File: src/rtl/presence_table_with_aging_defines.svh
// Assertion macros used by the presence table RTL.
`ifndef PRESENCE_TABLE_WITH_AGING_DEFINES_SVH
`define PRESENCE_TABLE_WITH_AGING_DEFINES_SVH

// Property checked at every clock edge outside reset.
`define PTA_ASSERT(label, prop, msg) \
  label: assert property (@(posedge clk_i) disable iff (!rst_ni) (prop)) \
    else $error(msg);

// Implication: cons must hold in the cycle after ante.
`define PTA_ASSERT_NEXT(label, ante, cons, msg) \
  label: assert property (@(posedge clk_i) disable iff (!rst_ni) (ante) |=> (cons)) \
    else $error(msg);

`endif

File: src/rtl/pta_pkg.sv
// Types and constants of the presence table.
`default_nettype none

package pta_pkg;

  localparam int unsigned MAC_W     = 48;
  localparam int unsigned TIME_W    = 32;
  localparam int unsigned OUT_CNT_W = 5;
  localparam int unsigned CFG_IDX_W = 2;

  localparam logic [TIME_W-1:0] TTL_RESET    = 32'd500;
  localparam logic [MAC_W-1:0]  TARGET_RESET = 48'hCBD0_7C59_0C0F;

  typedef enum logic [1:0] {
    STAT_UPDATED  = 2'd0,
    STAT_INSERTED = 2'd1,
    STAT_DROPPED  = 2'd2,
    STAT_SWEPT    = 2'd3
  } status_e;

  typedef enum logic [CFG_IDX_W-1:0] {
    CFG_TTL    = 2'd0,
    CFG_TARGET = 2'd1
  } cfg_idx_e;

  typedef struct packed {
    logic              named;
    logic [TIME_W-1:0] seen;
    logic [MAC_W-1:0]  addr;
  } entry_t;

endpackage

`default_nettype wire

File: src/rtl/pta_ram.sv
// Generic single-write, single-read RAM with registered read data.
`default_nettype none

module pta_ram #(
  parameter int unsigned WIDTH = 8,
  parameter int unsigned DEPTH = 16
) (
  input  wire logic                                 clk_i,
  input  wire logic                                 we_i,
  input  wire logic [(DEPTH > 1 ? $clog2(DEPTH) : 1)-1:0] waddr_i,
  input  wire logic [WIDTH-1:0]                     wdata_i,
  input  wire logic                                 re_i,
  input  wire logic [(DEPTH > 1 ? $clog2(DEPTH) : 1)-1:0] raddr_i,
  output logic      [WIDTH-1:0]                     rdata_o
);

  logic [WIDTH-1:0] mem [DEPTH];

  always_ff @(posedge clk_i) begin
    if (we_i) begin
      mem[waddr_i] <= wdata_i;
    end
    // read data holds when no read is issued
    if (re_i) begin
      rdata_o <= mem[raddr_i];
    end
  end

endmodule

`default_nettype wire

File: src/rtl/presence_table_with_aging.sv
// Presence table with aging: address-keyed device table, sweep and recount.
// A sighting searches the valid entries one per cycle through a single RAM read
// port, then updates the matching entry, or inserts the address when none matches
// and drops it when the table is full. A sweep removes stale entries by moving the
// last entry into the hole (no move when the removed entry is the last), then
// recounts the named entries and posts the result. A new request is accepted
// while a finished result still waits in the output register.
// The table RAM needs no clearing after reset.
`default_nettype none

module presence_table_with_aging
  import pta_pkg::*;
#(
  parameter int unsigned TABLE_DEPTH = 24
) (
  input  wire logic                 clk_i,
  input  wire logic                 rst_ni,
  // configuration
  input  wire logic                 cfg_we_i,
  input  wire logic [CFG_IDX_W-1:0] cfg_index_i,
  input  wire logic [MAC_W-1:0]     cfg_data_i,
  // requests
  input  wire logic                 in_valid_i,
  output logic                      in_stall_o,
  input  wire logic                 action_i,
  input  wire logic [MAC_W-1:0]     device_mac_i,
  input  wire logic                 has_name_i,
  input  wire logic [TIME_W-1:0]    now_ms_i,
  // results
  output logic                      out_valid_o,
  input  wire logic                 out_stall_i,
  output logic [1:0]                status_o,
  output logic [OUT_CNT_W-1:0]      entry_count_o,
  output logic [OUT_CNT_W-1:0]      named_count_o,
  output logic                      target_found_o
);

  `include "presence_table_with_aging_defines.svh"

  localparam int unsigned IDX_W = (TABLE_DEPTH > 1) ? $clog2(TABLE_DEPTH) : 1;
  localparam int unsigned CNT_W = $clog2(TABLE_DEPTH + 1);
  localparam logic [CNT_W-1:0] DEPTH_CNT = CNT_W'(TABLE_DEPTH);
  localparam logic [CNT_W-1:0] ONE_CNT   = CNT_W'(1);

  typedef enum logic [7:0] {
    S_IDLE      = 8'b0000_0001,
    S_SRCH      = 8'b0000_0010,
    S_INS       = 8'b0000_0100,
    S_SWP_CHK   = 8'b0000_1000,
    S_SWP_MV    = 8'b0001_0000,
    S_CNT_START = 8'b0010_0000,
    S_CNT_CHK   = 8'b0100_0000,
    S_FIN       = 8'b1000_0000
  } state_e;

  state_e            state_q, state_d;
  logic [CNT_W-1:0]  cnt_q, cnt_d;
  logic [CNT_W-1:0]  idx_q, idx_d;
  logic [CNT_W-1:0]  named_q, named_d;
  logic              tgt_q, tgt_d;
  logic [TIME_W-1:0] ttl_q;
  logic [MAC_W-1:0]  target_q;
  status_e           stat_q, stat_d;
  logic              out_valid_q, out_valid_d;

  // request payload
  logic              act_q;
  logic [MAC_W-1:0]  mac_q;
  logic              has_name_q;
  logic [TIME_W-1:0] now_q;

  // RAM port
  logic              ram_we;
  logic [IDX_W-1:0]  ram_waddr;
  entry_t            ram_wdata;
  logic              ram_re;
  logic [IDX_W-1:0]  ram_raddr;
  entry_t            ram_rdata;

  logic              in_acc;
  logic              out_acc;
  logic              load_out;
  logic [CNT_W-1:0]  idx_inc;
  logic [CNT_W-1:0]  cnt_dec;
  logic [TIME_W-1:0] age;
  logic              stale;
  logic [MAC_W-1:0]  cmp_b;
  logic              addr_eq;

  assign in_stall_o  = (state_q != S_IDLE);
  assign in_acc      = in_valid_i && !in_stall_o;
  assign out_acc     = out_valid_q && !out_stall_i;
  assign out_valid_o = out_valid_q;

  assign idx_inc = idx_q + ONE_CNT;
  assign cnt_dec = cnt_q - ONE_CNT;

  // shared datapath: age check and one address comparator
  assign age     = now_q - ram_rdata.seen;
  assign stale   = age > ttl_q;
  assign cmp_b   = (state_q == S_CNT_CHK) ? target_q : mac_q;
  assign addr_eq = (ram_rdata.addr == cmp_b);

  pta_ram #(
    .WIDTH ($bits(entry_t)),
    .DEPTH (TABLE_DEPTH)
  ) u_table (
    .clk_i   (clk_i),
    .we_i    (ram_we),
    .waddr_i (ram_waddr),
    .wdata_i (ram_wdata),
    .re_i    (ram_re),
    .raddr_i (ram_raddr),
    .rdata_o (ram_rdata)
  );

  always_comb begin
    state_d   = state_q;
    cnt_d     = cnt_q;
    idx_d     = idx_q;
    named_d   = named_q;
    tgt_d     = tgt_q;
    stat_d    = stat_q;
    load_out  = 1'b0;
    ram_we    = 1'b0;
    ram_waddr = idx_q[IDX_W-1:0];
    ram_wdata = ram_rdata;
    ram_re    = 1'b0;
    ram_raddr = idx_inc[IDX_W-1:0];

    case (state_q)
      S_IDLE: begin
        if (in_acc) begin
          idx_d     = '0;
          ram_raddr = '0;
          if (cnt_q == '0) begin
            state_d = action_i ? S_CNT_START : S_INS;
          end else begin
            ram_re  = 1'b1;
            state_d = action_i ? S_SWP_CHK : S_SRCH;
          end
        end
      end
      S_SRCH: begin
        if (addr_eq) begin
          ram_we          = 1'b1;
          ram_wdata.named = ram_rdata.named | has_name_q;
          ram_wdata.seen  = now_q;
          stat_d          = STAT_UPDATED;
          state_d         = S_FIN;
        end else if (idx_inc == cnt_q) begin
          state_d = S_INS;
        end else begin
          ram_re = 1'b1;
          idx_d  = idx_inc;
        end
      end
      S_INS: begin
        ram_waddr = cnt_q[IDX_W-1:0];
        ram_wdata.named = has_name_q;
        ram_wdata.seen  = now_q;
        ram_wdata.addr  = mac_q;
        if (cnt_q < DEPTH_CNT) begin
          ram_we = 1'b1;
          cnt_d  = cnt_q + ONE_CNT;
          stat_d = STAT_INSERTED;
        end else begin
          stat_d = STAT_DROPPED;
        end
        state_d = S_FIN;
      end
      S_SWP_CHK: begin
        if (stale) begin
          cnt_d = cnt_dec;
          if (idx_q == cnt_dec) begin
            // the stale entry was the last one
            state_d = S_CNT_START;
          end else begin
            ram_re    = 1'b1;
            ram_raddr = cnt_dec[IDX_W-1:0];
            state_d   = S_SWP_MV;
          end
        end else if (idx_inc == cnt_q) begin
          state_d = S_CNT_START;
        end else begin
          ram_re = 1'b1;
          idx_d  = idx_inc;
        end
      end
      S_SWP_MV: begin
        // read data keeps the moved entry, so the slot is checked again from it
        ram_we  = 1'b1;
        state_d = S_SWP_CHK;
      end
      S_CNT_START: begin
        named_d   = '0;
        tgt_d     = 1'b0;
        idx_d     = '0;
        ram_raddr = '0;
        stat_d    = STAT_SWEPT;
        if (cnt_q == '0) begin
          state_d = S_FIN;
        end else begin
          ram_re  = 1'b1;
          state_d = S_CNT_CHK;
        end
      end
      S_CNT_CHK: begin
        if (ram_rdata.named) begin
          named_d = named_q + ONE_CNT;
          if (addr_eq) begin
            tgt_d = 1'b1;
          end
        end
        if (idx_inc == cnt_q) begin
          state_d = S_FIN;
        end else begin
          ram_re = 1'b1;
          idx_d  = idx_inc;
        end
      end
      S_FIN: begin
        if (!out_valid_q || !out_stall_i) begin
          load_out = 1'b1;
          state_d  = S_IDLE;
        end
      end
      default: begin
        state_d = S_IDLE;
      end
    endcase
  end

  always_comb begin
    out_valid_d = out_valid_q;
    if (load_out) begin
      out_valid_d = 1'b1;
    end else if (out_acc) begin
      out_valid_d = 1'b0;
    end
  end

  always_ff @(posedge clk_i or negedge rst_ni) begin
    if (!rst_ni) begin
      state_q     <= S_IDLE;
      cnt_q       <= '0;
      idx_q       <= '0;
      named_q     <= '0;
      tgt_q       <= 1'b0;
      stat_q      <= STAT_UPDATED;
      out_valid_q <= 1'b0;
      ttl_q       <= TTL_RESET;
      target_q    <= TARGET_RESET;
    end else begin
      state_q     <= state_d;
      cnt_q       <= cnt_d;
      idx_q       <= idx_d;
      named_q     <= named_d;
      tgt_q       <= tgt_d;
      stat_q      <= stat_d;
      out_valid_q <= out_valid_d;
      if (cfg_we_i) begin
        case (cfg_index_i)
          CFG_TTL:    ttl_q    <= cfg_data_i[TIME_W-1:0];
          CFG_TARGET: target_q <= cfg_data_i;
          default: ;
        endcase
      end
    end
  end

  always_ff @(posedge clk_i) begin
    if (in_acc) begin
      act_q      <= action_i;
      mac_q      <= device_mac_i;
      has_name_q <= has_name_i;
      now_q      <= now_ms_i;
    end
    if (load_out) begin
      status_o       <= stat_q;
      entry_count_o  <= OUT_CNT_W'(cnt_q);
      named_count_o  <= OUT_CNT_W'(named_q);
      target_found_o <= tgt_q;
    end
  end

  `PTA_ASSERT(a_cnt_in_range, cnt_q <= DEPTH_CNT, "entry count above table depth")
  `PTA_ASSERT(a_idx_below_cnt,
    (state_q != S_SRCH && state_q != S_SWP_CHK && state_q != S_CNT_CHK) || (idx_q < cnt_q),
    "entry index not below entry count")
  `PTA_ASSERT_NEXT(a_busy_after_accept, in_acc, in_stall_o, "request accepted but not busy")
  `PTA_ASSERT_NEXT(a_sweep_path, in_acc && action_i,
    state_q == S_SWP_CHK || state_q == S_CNT_START, "sweep request took sighting path")
  `PTA_ASSERT(a_sighting_status,
    !(load_out && !act_q) || (stat_q != STAT_SWEPT), "sighting reported as sweep")

endmodule

`default_nettype wire

File: config.mk
export PLATFORM = sky130hd
export DESIGN_NAME = presence_table_with_aging
export DESIGN_NICKNAME = d
export VERILOG_FILES = /design/src/rtl/pta_pkg.sv /design/src/rtl/pta_ram.sv /design/src/rtl/presence_table_with_aging.sv
export VERILOG_INCLUDE_DIRS = /design/src /design/src/rtl
export SDC_FILE = /design/constraint.sdc
export NUM_CORES = 2
export LEC_CHECK = 0
export BUFFER_PORTS_ARGS = -buffer_cell sky130_fd_sc_hd__buf_2
export CAP_MARGIN = 20
export CORE_MARGIN = 4
export CORE_UTILIZATION = 25
export CTS_BUF_LIST = sky130_fd_sc_hd__clkbuf_8 sky130_fd_sc_hd__clkbuf_16
export DETAILED_ROUTE_END_ITERATION = 10
export PLACE_DENSITY = 0.46
export SKIP_CTS_REPAIR_TIMING = 1
export SLEW_MARGIN = 20
export SYNTH_ARGS = -nofsm -noshare
export SYNTH_HDL_FRONTEND = slang
export SYNTH_SLANG_ARGS = --single-unit
export TNS_END_PERCENT = 50
File: constraint.sdc
create_clock -name clk_i -period 9.52 [get_ports clk_i]
set_input_delay 1.904 -clock clk_i [delete_from_list [all_inputs] [get_ports clk_i]]
set_output_delay 1.904 -clock clk_i [all_outputs]
set_load 0.005 [all_outputs]
* Word level (Yosys, flattened, before mapping)
Memories as Yosys holds them, arrays and structs flattened. A register that Yosys moved wholly into a read port is not among the register bits. Cells that the tools add are included.
Word-level totals: bits in writable memories 1944, memories 1, bits in registers 201, bits of input ports 137
Memories:
- u_table.mem | words 24, width 81, read ports 1, clocked after memory_dff 1, write ports 1, RTL line pta_ram.sv:17 | logic [WIDTH-1:0] mem [DEPTH];
Operators by class: mux-type cells 54, order comparisons 2, $add $sub $neg 5, reduce and logical (&&, ||, !) cells 21, bitwise gates (word level) 1, equality and inequality tests 25
Operators with widths (number):
- 48-bit 2-to-1 mux | 2
- 33-bit case mux with 2 select lines | 1
- 8-bit 2-to-1 mux | 8
- 8-bit case mux with 8 select lines | 1
- 5-bit 2-to-1 mux | 11
- 48-bit == test | 1
- 33-bit 2-to-1 mux | 1
- 32-bit greater-than comparator | 1
- 32-bit subtractor | 1
- 5-bit case mux with 5 select lines | 1
- 5-bit case mux with 2 select lines | 2
- 6-bit 2-to-1 mux | 3
- 1-bit 2-to-1 mux | 16
- 2-bit != test (second input constant) | 8
- 5-bit by 1-bit adder with 5-bit output (second input constant) | 3
- 5-bit case mux with 3 select lines | 1
- 5-bit == test | 2
- 8-bit by 1-bit == test with 1-bit output (second input constant) | 1
- 8-bit by 2-bit == test with 1-bit output (second input constant) | 1
- 8-bit by 3-bit == test with 1-bit output (second input constant) | 1
- 8-bit by 4-bit == test with 1-bit output (second input constant) | 1
- 8-bit by 5-bit == test with 1-bit output (second input constant) | 1
- 8-bit by 6-bit == test with 1-bit output (second input constant) | 1
- 8-bit by 7-bit == test with 1-bit output (second input constant) | 1
- 26 further kinds | 38

* Logic depth before layout (Yosys ltp)
depth in word-level cells 7, depth in mapped cells 30, depth with buffers taken out 27

* Modules after synthesis
A second synthesis with hierarchy kept.
Unflattened totals: cells, all modules 4991, area, all modules 89408.2 um2
Modules (own cells, without submodules):
- pta_ram | area an instance 77259.1 um2, sequential area each 60808.3 um2, cells an instance 3855, instances 1
- presence_table_with_aging | area an instance 12149.2 um2, sequential area each 5537.8 um2, cells an instance 1136, instances 1

* Worst setup path after synthesis
Ideal clock, no wire load.
kind register -> register, start point register now_q[1], end point register u_table.rdata_o[0] (read register of u_table.mem) (enable), data arrival time 8.492 ns, setup slack 0.472 ns, cell stages (with the launch flop) 20, clock period less this slack 9.048 ns, buffers on the path 0, path through edfxtp_1 > ha_1 > nor2b_1 > o2111a_1 > o311ai_0 > a21oi_1 > o311ai_0 > a31oi_1 > a31oi_1 > nand2_1 > a211o_1 > a21oi_1 > xnor2_1 > ha_1 > nand4_1 > or4_4 > nand2b_4 > a31oi_4 > a21oi_2 > o221ai_1
On the way: word-level cells in the longest chain between the ends 4, elaborated cells between the ends (all ways) 6
Ends and longest elaborated chain:
- start, declared | RTL line presence_table_with_aging.sv:70 | logic [TIME_W-1:0] now_q;
- start signal, assigned | RTL line presence_table_with_aging.sv:277 | now_q <= now_ms_i;
- 32-bit subtractor | RTL line presence_table_with_aging.sv:99 | assign age = now_q - ram_rdata.seen;
- 32-bit greater-than comparator | RTL line presence_table_with_aging.sv:100 | assign stale = age > ttl_q;
- 1-bit 2-to-1 mux | RTL line presence_table_with_aging.sv:173 | if (stale) begin
- 1-bit case mux with 5 select lines | RTL line presence_table_with_aging.sv:131 | case (state_q)
- named net ram_re | RTL line presence_table_with_aging.sv:76 | logic ram_re;
- end, declared | RTL line pta_ram.sv:14 | output logic [WIDTH-1:0] rdata_o
The timed path passes the listed nets, and every way through them passes these cells. A chain may end at the register's enable or synchronous reset.

* Worst setup path in the final report
start point register u_table.rdata_o[49] (read register of u_table.mem), end point register u_table.rdata_o[79] (read register of u_table.mem), data pin
On the way: word-level cells in the longest chain between the ends 4, elaborated cells between the ends (all ways) 6
Ends and longest elaborated chain (RTL line):
- 32-bit subtractor (*) | presence_table_with_aging.sv:99
- 32-bit greater-than comparator (*) | presence_table_with_aging.sv:100
- 1-bit 2-to-1 mux / 5-bit 2-to-1 mux (equally long branches) | presence_table_with_aging.sv:173
- 1-bit case mux with 5 select lines / 5-bit case mux with 3 select lines (equally long branches) | presence_table_with_aging.sv:131
Mark *: on every way between the ends. The rest lies on a longest branch, timed or not.

==> flow_metrics.tcl <==
set metrics [dict create \
    path_clk_slew_ns 0.06 \
    fin_crit_sh 0.905 \
    total_power_w 0.0337 \
    cts_inserted_buffers 244 \
    cts_max_level 4 \
    syn_area_sq_um 88700 \
    ys_seq_area_frac 0.748 \
    synth_top_area_share 0.718 \
    fin_cells 11200 \
    ioPinCount 152 \
    track_usage 0.160 \
    fmax_ghz 0.116 \
    critical_path.startpoint_type "flip-flop" \
    tightestPinTransition_ns 1.13 \
    fp-row-count 218 \
    p_leak_nw 33.9 \
    critPathMaxFanout 69 \
    r2r_setup_slack_ns 0.90 \
    p_per_area_nw_per_um2 324 \
    nFillCells 35200 \
    critPathKind "reg -> reg" \
    holdCritPathClass "reg -> reg" \
    grt_max_degree 115 \
    cts_tree "built" \
    clock_path_buffers 4 \
    first_global_vias 52400 \
    fp.dieArea_sq_um 364000 \
    routed_wl_um 302000 \
    viasPerCell 4.77 \
    ys_ff_latch 2226 \
    worstPathRequired_ns 10.18 \
    grt_pass1_wl_um 417000 \
    postSynthCellCount 6082 \
    yosys_most_used_dff "edfxtp_1" \
    synth_nets 6287 \
    fin_skew_ns 0.0677 \
    fin_crit_ns 8.62 \
    gp_congestion 0.825 \
    synthToLayoutAreaGrowth_pct 17.4 \
    rr_worst_depth 26 \
    fin_setup_tns_ns 0 \
    clock_sinks 2226 \
    end_kind "flip-flop" \
    overflow 0 \
    drive_gt1_frac 0.129 \
    place_hpwl_um 167000 \
    timing.critical_path.from "u_table.rdata_o[49]" \
    port_buffers 151 \
    finalMaxSlewViolations 0 \
    hold_viol 0 \
    r2r_start "u_table.rdata_o[49]" \
    die_x_um 604 \
    wl_per_cell_um 26.9 \
    status "complete, no violations" \
    core_area_sq_um 353000 \
    reg2reg_to "u_table.rdata_o[79]" \
    synth_largest_area_cell "edfxtp_1" \
    synth_edf_count 2119 \
    antenna_found_initial 28 \
    maxCapViolations 0 \
    worstSkewPairLatency_ns 0.94 \
    fp.dieH_um 604 \
    cts_root_buf "clkbuf_16" \
    setup_viol 0 \
    arrival_ns 9.28 \
    placed_cells 10800 \
    synthDistinctLibCells 73 \
    fin_nets 6503 \
    drcViolationCount 0 \
    ys_warn_count 0 \
    peakVddDrop_v 0.000392 \
    vias 53600 \
    drtIter0Drc 5238 \
    drtAntennaViolNets 0 \
    crit_end "u_table.rdata_o[79]" \
    first_pass_iters 6 \
    relSlewSlack 0.248 \
    rsz0062_at_grt "no" \
    synthArstFlopShare 0.0481 \
    start_util 0.251 \
    synthTopCellsByArea "edfxtp_1, mux2i_1, nand2_1" \
    avgSynthCellArea_sq_um 14.6 \
    hold_depth 0 \
]
-- through the flow --
stage | hold WS (ns) | area [sq um] | util | worst slack (ns)
6_report | 0.460 | 104000 | 0.295 | 0.901
5_1_grt | 0.488 | 104000 | 0.295 | 0.401
4_1_cts | 0.459 | 104000 | 0.295 | 0.964
3_5_place_dp | 0.441 | 96200 | 0.273 | 0.963
3_3_place_gp | 0.440 | 96200 | 0.273 | 1.11
2_1_floorplan | 0.420 | 88700 | - | 0.472
-- synth_stat cells (30+ instances only) --
cell and n:
o22ai_1 162, inv_1 79, clkbuf_1 195, edfxtp_1 2119
buf_1 35, ha_1 67, a22oi_1 81, nor2_1 81
nand3_1 264, a21oi_1 442, a32oi_1 81, dfrtp_1 77
buf_2 113, a31oi_1 89, dfstp_2 30, nand4_1 96
xnor2_1 81, mux2_2 81, o21ai_0 69, nand2_1 1199
mux2i_1 452
-- worst min path at each step --
| stage | start | endpoint | slack (ns) |
|---|---|---|---|
| floorplan | stat_q[0] | status_o[0] | 0.42 |
| global placement | tgt_q | target_found_o | 0.44 |
| detailed placement | tgt_q | target_found_o | 0.44 |
| CTS | tgt_q | target_found_o | 0.46 |
| global route | named_q[4] | named_count_o[4] | 0.49 |
| finish | tgt_q | target_found_o | 0.46 |
-- kinds of logic (layout without fill, tap and decap cells) --
kind of cell | Yosys count | after routing | synth area share
muxes | 533 | 533 | 0.0613
xor gates and xnor gates | 96 | 96 | 0.00964
and+or+nand+nor | 1752 | 1752 | 0.0845
AOI/OAI and AO/OA | 984 | 984 | 0.0671
DFF | 2226 | 2226 | 0.748
buffers and inverters | 423 | 842 | 0.0195
adders and majority gates | 68 | 68 | 0.00968
other | 0 | 15 | 0
-- where the power goes --
group | total [W] | internal (W) | switching (W)
Clock | 0.00925 | 0.00528 | 0.00397
Sequential | 0.0135 | 0.0130 | 0.000511
Combinational | 0.0110 | 0.00311 | 0.00785
Total | 0.0337 | 0.0214 | 0.0123
-- state kept, by name, summed over array words and instances, names as in the netlist, 2 cells and up --
register	count
target_q	48
idx_q	5
status_o	2
stat_q	2
state_q	8
entry_count_o	5
mac_q	48
ttl_q	32
now_q	32
u_table.mem	1944
cnt_q	5
u_table.rdata_o	81
named_q	5
named_count_o	5
-- per-layer routing --
layer  vias up  global-route usage  share of wire
met5         -                   0        0.00043
met4        20              0.0529          0.035
met3       440              0.0222          0.061
met2      1835               0.266           0.48
met1     27800               0.214           0.43
li1      23500                   -              -
-- worst max-delay path, cell delays in order (launching register included) --
cell,delay (ns)
edfxtp_1,0.41
inv_1,0.12
ha_1,0.23
nor2b_1,0.14
o2111a_1,0.25
o311ai_0,0.47
a21oi_1,0.27
o311ai_0,0.73
a31oi_1,0.28
a31oi_1,0.37
nand2_1,0.14
a211o_1,0.26
a21oi_1,0.19
xnor2_1,0.09
ha_1,0.30
nand4_1,0.15
or4_4,0.61
nor4_4,0.39
nor3_2,0.13
a211oi_2,0.38
nor2_1,0.22
o21a_4,0.40
nor2_4,0.67
buf_12,0.58
a221oi_1,0.24
nand3_1,0.15
o22ai_1,0.09
-- final cells by class --
cell class | instances | area [sq um] | area share
diodes | 15 | 37.5 | 0.000361
flip-flops and latches | 2226 | 66300 | 0.637
repair buffers | 314 | 2710 | 0.0261
well taps | 4730 | 5920 | 0.0569
clock buffers | 257 | 6320 | 0.0607
clock inverters | 192 | 1490 | 0.0143
inverters | 79 | 297 | 0.00285
multi-input cells | 3433 | 21000 | 0.201
-- cells in the final DEF, fill, tap and decap left out, types with 6 or more instances in the layout --
cell type,instances
edfxtp_1,2119
nand2_1,1197
mux2i_1,452
a21oi_1,441
nand3_1,260
clkbuf_16,247
o22ai_1,162
buf_2,150
inv_1,140
buf_4,105
nand4_1,96
a31oi_1,89
xnor2_1,81
mux2_2,81
a32oi_1,81
a22oi_1,81
dfrtp_1,77
o21ai_0,67
ha_1,67
buf_12,58
nor2_1,53
clkinv_1,46
clkinv_2,39
dfstp_2,30
nor2_4,29
bufinv_16,19
diode_2,15
nor4_1,14
nor2b_1,14
xor2_1,14
nor3_1,13
nand2b_1,11
clkinvlp_4,10
clkbuf_8,10
nor3b_1,7
a211oi_1,7
and2_1,7
nand3b_1,6
(Power assumes the default switching activity.)
